--- src/sv/npcm_pkg.sv ---
// shared types and constants for the nearest palette color matcher
// no dependencies; used by every module of the block
package npcm_pkg;

  localparam int unsigned COLOR_W = 8;
  localparam int unsigned INDEX_W = 8;
  localparam int unsigned SQ_W    = 16;
  localparam int unsigned DIST_W  = 18;

  localparam logic [COLOR_W-1:0] OPAQUE_ALPHA  = 8'hFF;
  localparam logic [COLOR_W-1:0] ALPHA_CLEAR   = 8'h00;
  localparam logic [DIST_W-1:0]  DIST_ALL_ONES = 18'h3FFFF;

  typedef enum logic [1:0] {
    CMD_LOAD    = 2'd0,
    CMD_MATCH   = 2'd1,
    CMD_RESTART = 2'd2
  } cmd_e;

  typedef struct packed {
    logic [1:0]         cmd;
    logic [INDEX_W-1:0] entry_index;
    logic [COLOR_W-1:0] red;
    logic [COLOR_W-1:0] green;
    logic [COLOR_W-1:0] blue;
    logic [COLOR_W-1:0] alpha;
  } in_word_t;

  typedef struct packed {
    logic [INDEX_W-1:0] palette_index;
    logic [COLOR_W-1:0] alpha_out;
    logic               transparent;
    logic               no_match;
    logic [DIST_W-1:0]  distance;
    logic [DIST_W-1:0]  worst_distance;
  } out_word_t;

  // controller to datapath
  typedef struct packed {
    logic               load;
    logic               restart;
    logic               start;
    logic               issue;
    logic [INDEX_W-1:0] addr;
    logic               finish;
  } ctrl_cmd_t;

  // datapath to controller
  typedef struct packed {
    logic pipe_busy;
    logic out_free;
  } dp_status_t;

endpackage

--- src/sv/npcm_ctrl.sv ---
// sequencer for the nearest palette color matcher: accepts words, walks the palette
// depends on npcm_pkg
module npcm_ctrl #(
  parameter int unsigned PALETTE_ENTRIES = 256
) (
  input  logic                  clk_i,
  input  logic                  rst_ni,
  input  logic                  in_valid_i,
  input  npcm_pkg::in_word_t    in_word_i,
  output logic                  in_stall_o,
  input  npcm_pkg::dp_status_t  status_i,
  output npcm_pkg::ctrl_cmd_t   cmd_o
);

  localparam logic [1:0] ST_IDLE  = 2'd0;
  localparam logic [1:0] ST_SCAN  = 2'd1;
  localparam logic [1:0] ST_DRAIN = 2'd2;
  localparam logic [1:0] ST_FIN   = 2'd3;

  localparam logic [npcm_pkg::INDEX_W-1:0] LastIdx =
    npcm_pkg::INDEX_W'(PALETTE_ENTRIES - 1);

  logic [1:0]                   state_q, state_d;
  logic [npcm_pkg::INDEX_W-1:0] cnt_q, cnt_d;
  logic                         accept;

  assign in_stall_o = (state_q != ST_IDLE);
  assign accept     = in_valid_i && (state_q == ST_IDLE);

  always_comb begin
    state_d = state_q;
    cnt_d   = cnt_q;
    cmd_o   = '0;
    case (state_q)
      ST_IDLE: begin
        if (accept) begin
          case (in_word_i.cmd)
            npcm_pkg::CMD_LOAD:    cmd_o.load = 1'b1;
            npcm_pkg::CMD_RESTART: cmd_o.restart = 1'b1;
            npcm_pkg::CMD_MATCH: begin
              cmd_o.start = 1'b1;
              cnt_d       = npcm_pkg::INDEX_W'(1);
              // a clear pixel needs no palette walk
              state_d     = (in_word_i.alpha == npcm_pkg::ALPHA_CLEAR) ? ST_FIN : ST_SCAN;
            end
            default: ;
          endcase
        end
      end
      ST_SCAN: begin
        cmd_o.issue = 1'b1;
        cmd_o.addr  = cnt_q;
        cnt_d       = cnt_q + npcm_pkg::INDEX_W'(1);
        if (cnt_q == LastIdx) begin
          state_d = ST_DRAIN;
        end
      end
      ST_DRAIN: begin
        if (!status_i.pipe_busy) begin
          state_d = ST_FIN;
        end
      end
      ST_FIN: begin
        if (status_i.out_free) begin
          cmd_o.finish = 1'b1;
          state_d      = ST_IDLE;
        end
      end
      default: state_d = ST_IDLE;
    endcase
  end

  always_ff @(posedge clk_i or negedge rst_ni) begin
    if (!rst_ni) begin
      state_q <= ST_IDLE;
      cnt_q   <= '0;
    end else begin
      state_q <= state_d;
      cnt_q   <= cnt_d;
    end
  end

endmodule

--- config.mk ---
export PLATFORM = sky130hd
export DESIGN_NAME = npcm_ctrl
export DESIGN_NICKNAME = d
export VERILOG_FILES = /design/src/sv/npcm_pkg.sv /design/src/sv/npcm_ctrl.sv
export SDC_FILE = /design/constraint.sdc
export NUM_CORES = 1
export LEC_CHECK = 0
export BUFFER_PORTS_ARGS = -buffer_cell sky130_fd_sc_hd__clkbuf_2
export CAP_MARGIN = 20
export CORE_UTILIZATION = 40
export DETAILED_ROUTE_END_ITERATION = 16
export PLACE_DENSITY = 0.83
export SLEW_MARGIN = 10
export SYNTH_ARGS = -nofsm -noshare
export SYNTH_HDL_FRONTEND = slang
export SYNTH_SLANG_ARGS = --single-unit
--- constraint.sdc ---
create_clock -name clk_i -period 3.9 [get_ports clk_i]
set_clock_uncertainty 0.2 [all_clocks]
set_input_delay 0.585 -clock clk_i [delete_from_list [all_inputs] [get_ports clk_i]]
set_output_delay 0.585 -clock clk_i [all_outputs]
set_load 0.03 [all_outputs]
==> metrics.yaml, run 1 <==
outcome: "finished, final reports clean"
antenna_found_initial: 0
grt_max_degree: 16
seqPwrFrac: 0.302
rrSetupSlack_ps: 1930
cts_buffers: 3
core-area_um2: 1590
timing.rr.start: "state_q[1]$_DFFE_PN0P_"
die_width_um: 44.3
crit_buf_inv: 3
yosys.area.top_type: "dfrtp_1"
finish.utilization: 0.583
pwr-share-clk: 0.137
hold_depth: 2
syn_area_um2: 717
power_frac_comb: 0.561
tightest_slew_ps: 436
grt_usage: 0.182
initial_core_util: 0.450
rsz0062_at_grt: "false"
vias: 658
report.final.slew_viol_count: 0
syn-instance-count: 80
syn_to_final_growth_pct: 29.7
dp_hpwl_um: 1230
portBuffers: 28
yosys-top-cells-count: "and2_1 (10), dfrtp_1 (10), nand2_1 (8), nor2_1 (8)"
grt_pass1_wl_um: 2590
path_common_cell: "inv_1"
finalSetupTns_ps: 0
ys.flop_type: "dfrtp_1"
rows: 14
detail_route.first_pass.iterations: 6
multiInputGateArea_um2: 444
maxSlewHeadroom: 0.709
drtIter0Drc: 15
synth_edf_count: 0
routed_wl_um: 1520
drc: 0
cts.sinks: 10
cts_buffer_depth: 2
path_cells: "inv_1, ha_1, inv_1, nor4b_1, clkbuf_2"
switchingPower_uw: 323
cp_max_fo: 6
end_kind: "output port"
cp_num_cells: 5
worst_hold_slack_ps: 328
peakVddDrop_mv: 0.390
die_area_um2: 1970
max_freq_mhz: 388
p_per_area_nw_per_um2: 714
yosysSeqAreaShare: 0.349
worstHoldPathType: "reg -> reg"
whs_endpoint: "cnt_q[1]$_DFFE_PN0P_"
io_pins: 61
synth.distinct_cells: 24
timing.rr.end: "cnt_q[2]$_DFFE_PN0P_"
synth_top_area_share: 0.349
diodes: 0
cts-root-buf: "clkbuf_4"
gr-total-overflow: 0
ff2ff_path_depth: 6
slowest_stage: "dfrtp_1"
slowest_delay_ps: 400
ys_seq_elements: 10
finalCritPeriodShare: 0.660
path_delay_family: "buffers and inverters"
ys_warn_count: 0
syn_nets: 132
routabilityCongestion: 0.745
clkLatencyLatePin_ps: 260
cts_tree: "built"
dieHeight_um: 44.3
cts.clk_slew.worst_paths_ps: 60
synthTopCellsByArea: "dfrtp_1 (35%), and2_1 (8.7%), ha_1 (8.7%)"
wl_per_cell_um: 11.2
drive_gt1_frac: 0.330
min_from: "cnt_q[1]$_DFFE_PN0P_"
final.min_clock_period_ps: 2580
worst_setup_path_start_kind: "flip-flop"
max-cap-violations: 0
nFillCells: 160
crit_type: "reg -> out"
hold_violations: 0
antenna_left: 0
via_per_inst: 4.84
htree_levels: 1
grt_pass1_vias: 638
p_int_uw: 341
synth_area_per_cell_um2: 8.96
crit_arrival_ps: 1790
ff_latch_area_um2: 250
setup_viol: 0
required_ps: 3120
power_leakage_nw: 0.473
nNetsFinal: 165
p_sw_frac: 0.487
postSynth.asyncResetShare: 1.00
==> kinds of logic after synthesis <==
family / share of synthesized area
AO/OA/AOI/OAI: 0.119
XOR/XNOR: 0.0611
adder cells (fa/ha/maj): 0.0873
buffers and inverters: 0.0314
flip-flops: 0.349
multiplexers: 0.0279
AND/OR/NAND/NOR: 0.325
==> metrics by stage <==
step	cell area (um2)	instances	total power, mW	setup WS, ps
floorplan	717	80	0.481	1050
global placement	883	131	0.560	1680
detailed placement	883	131	0.575	1620
CTS	930	136	0.670	1320
global route	930	136	0.718	1130
finish	930	136	0.664	1320
==> routing by layer <==
layer  vias to the layer above  track usage  wire length [um]
met5                         -            0                 0
met4                         0       0.0667                14
met3                         5       0.0612                72
met2                        16        0.315               777
met1                       296        0.206               653
li1                        341            -                 -
==> how the worst max path moves through the flow <==
| stage | startpoint | endpoint |
|---|---|---|
| 2_1_floorplan | state_q[0]$_DFFE_PN0P_ | cmd_o[12] |
| 3_3_place_gp | state_q[0]$_DFFE_PN0P_ | cmd_o[12] |
| 3_5_place_dp | state_q[1]$_DFFE_PN0P_ | cmd_o[12] |
| 4_1_cts | state_q[1]$_DFFE_PN0P_ | cmd_o[12] |
| 5_1_grt | state_q[1]$_DFFE_PN0P_ | cmd_o[12] |
| 6_report | state_q[1]$_DFFE_PN0P_ | cmd_o[12] |
==> power groups by stage <==
stage / logic (mW) / clock network (mW) / registers (mW)
after floorplan: 0.290 / 0 / 0.190
after global placement: 0.361 / 0 / 0.198
after detailed placement: 0.373 / 0 / 0.202
after CTS: 0.375 / 0.0936 / 0.201
after global routing: 0.410 / 0.0994 / 0.209
final: 0.372 / 0.0911 / 0.201
==> tightest hold or removal path, cell delays in order (launching register included) <==
cell and delay [ps]:
dfrtp_1 380, nand2_1 60, nand2_1 50
==> repair_timing <==
item / 4_1_cts / 5_1_grt
hold buffers: 1 / 0
endpoints found under the hold margin: 10 / 0
resized for setup: 0 / 0
setup buffers: 0 / 0
==> flip-flops by register name, indices dropped and copies added, names as in the netlist <==
name	cells
cnt_q	8
state_q	2
==> cell usage in the layout, fill, tap and decap left out, drive strengths merged, types with 2 or more instances in the layout <==
| master | netlist | layout |
|---|---|---|
| xnor2 | 5 | 5 |
| dfrtp | 10 | 10 |
| nand2 | 8 | 8 |
| a211oi | 3 | 3 |
| o21ai | 2 | 2 |
| a21oi | 4 | 4 |
| ha | 5 | 5 |
| nor2 | 8 | 8 |
| mux2i | 2 | 2 |
| and2 | 10 | 10 |
| clkbuf | 1 | 32 |
| nand3 | 5 | 5 |
| nor4 | 2 | 2 |
| inv | 5 | 5 |
==> layout make-up <==
class,instances,area share
multi-input cells,64,0.478
inverters,5,0.0202
clock buffers,4,0.0390
flip-flops and latches,10,0.269
repair buffers,29,0.162
well taps,24,0.0323
No activity file was read; power rests on OpenSTA's default activity.
==> run 2: changes to the inputs <==
Settings changed: CORE_UTILIZATION 40 to 34, PLACE_DENSITY 0.83 to 0.76.
Clock period 3.9 ns to 2.1 ns, I/O delays scaled along.
==> metrics.yaml, run 2 (synthesis results as in run 1) <==
outcome: "finished, final reports clean"
ff_latch_area_um2: 250
vias: 662
via_per_inst: 4.73
die_area_um2: 2300
antenna_left: 0
initial_core_util: 0.362
path_cells: "buf_4, ha_2, and2_1, clkbuf_2"
grt_usage: 0.151
tightest_slew_ps: 332
worst_hold_slack_ps: 240
cts_tree: "built"
rsz0062_at_grt: "false"
drtIter0Drc: 8
grt_max_degree: 16
p_per_area_nw_per_um2: 1320
htree_levels: 1
cp_max_fo: 15
wl_per_cell_um: 11.1
core-area_um2: 1980
routabilityCongestion: 0.834
cts-root-buf: "clkbuf_4"
dieHeight_um: 47.9
finalSetupTns_ps: 0
largest_reg_flops: 8
path_delay_family: "flip-flops"
timing.rr.start: "state_q[0]$_DFFE_PN0P_"
reg.largest.list: "cnt_q (8), state_q (2)"
drc: 0
slowest_stage: "dfrtp_1"
nFillCells: 179
grt_pass1_vias: 583
max-cap-violations: 0
power_mw: 1.27
end_kind: "output port"
antenna_found_initial: 0
worstSetupStartpoint: "state_q[0]$_DFFE_PN0P_"
routed_wl_um: 1550
top_register: "cnt_q"
syn_to_final_growth_pct: 34.4
setup_viol: 0
final_common_cell: "clkbuf_2"
crit_type: "reg -> out"
crit_arrival_ps: 1500
slowest_delay_ps: 400
finalCritPeriodShare: 0.960
portBuffers: 28
diodes: 0
layout_common_cells: "clkbuf_2 (27), and2_1 (10), dfrtp_1 (10)"
power_leakage_nw: 0.475
peakVddDrop_mv: 0.557
cts_buffer_depth: 2
die_width_um: 47.9
gr-total-overflow: 0
cts_buffers: 3
multiInputGateArea_um2: 470
final.min_clock_period_ps: 2020
nNetsFinal: 167
grt_pass1_wl_um: 2440
detail_route.first_pass.iterations: 4
worstHoldPathType: "in -> async"
required_ps: 1580
crit_buf_inv: 2
maxSlewHeadroom: 0.778
clkLatencyLatePin_ps: 270
cts.sinks: 10
cts.clk_slew.worst_paths_ps: 70
drive_gt1_frac: 0.398
report.final.slew_viol_count: 0
dp_hpwl_um: 1200
max_freq_mhz: 496
rows: 16
hold_violations: 0
io_pins: 61
worst_setup_path_start_kind: "flip-flop"
==> run 2: cell types whose count changed in the layout (fill, tap and decap cells not counted), moves of 2 or more <==
cell / delta
inv_2: +3
inv_1: -3
ha_1: -2
buf_4: +3
==> run 2: per-stage QoR <==
stage	cell area, um2	util	instances	worst slack, ps
final	963	0.486	140	83.7
after global routing	963	0.486	140	9.02
after CTS	948	0.479	138	25.5
after detailed placement	898	0.453	134	131
after global placement	898	0.453	134	156
after floorplan	728	-	80	-81.4
==> run 2: repair_timing <==
| item | in CTS | in global routing |
|---|---|---|
| endpoints found under the setup margin | 11 | 1 |
| gates resized for setup | 6 | 2 |
| cloned | 0 | 0 |
| setup buffers | 0 | 2 |
| hold buffers | 1 | 0 |
| hold endpoints to repair | 10 | 0 |
==> run 2: final timing paths <==
path	end	slack [ps]	depth (start not counted)
min	cnt_q[1]$_DFFE_PN0P_	240	2
min reg2reg	cnt_q[1]$_DFFE_PN0P_	320	2
min in group clk_i	state_q[1]$_DFFE_PN0P_	260	4
max reg2reg	cnt_q[7]$_DFFE_PN0P_	300	6
max	cmd_o[1]	80	4
max in group asynchronous	cnt_q[6]$_DFFE_PN0P_	1250	2
==> run 2: cell type report <==
cell class                 count  share of cell area
sequential                    10               0.260
timing repair buffer          31               0.174
tap                           27              0.0351
inverter                       5              0.0195
clock buffer                   3              0.0234
multi-input combinational     64               0.488
==> run 2: worst reg2reg max path: cells and delay by family (launching register included) <==
family          cells  cell delay (ps)
buf+inv             1              130
simple gates        2              230
flops               1              400
xor+xnor            1              140
fa+ha+maj           1              310
compound gates      1              270
==> run 2: layer usage <==
layer	vias to the layer above	GRT usage	wire length [um]
met5	-	0	0
met3	2	0.0226	56
met1	300	0.172	711
met4	0	0.0667	12
met2	13	0.276	771
li1	347	-	-
==> run 2: power by group <==
group          total (mW)  internal, mW  switching (mW)
Clock               0.136        0.0664          0.0692
Combinational       0.761         0.297           0.464
Sequential          0.377         0.279          0.0980
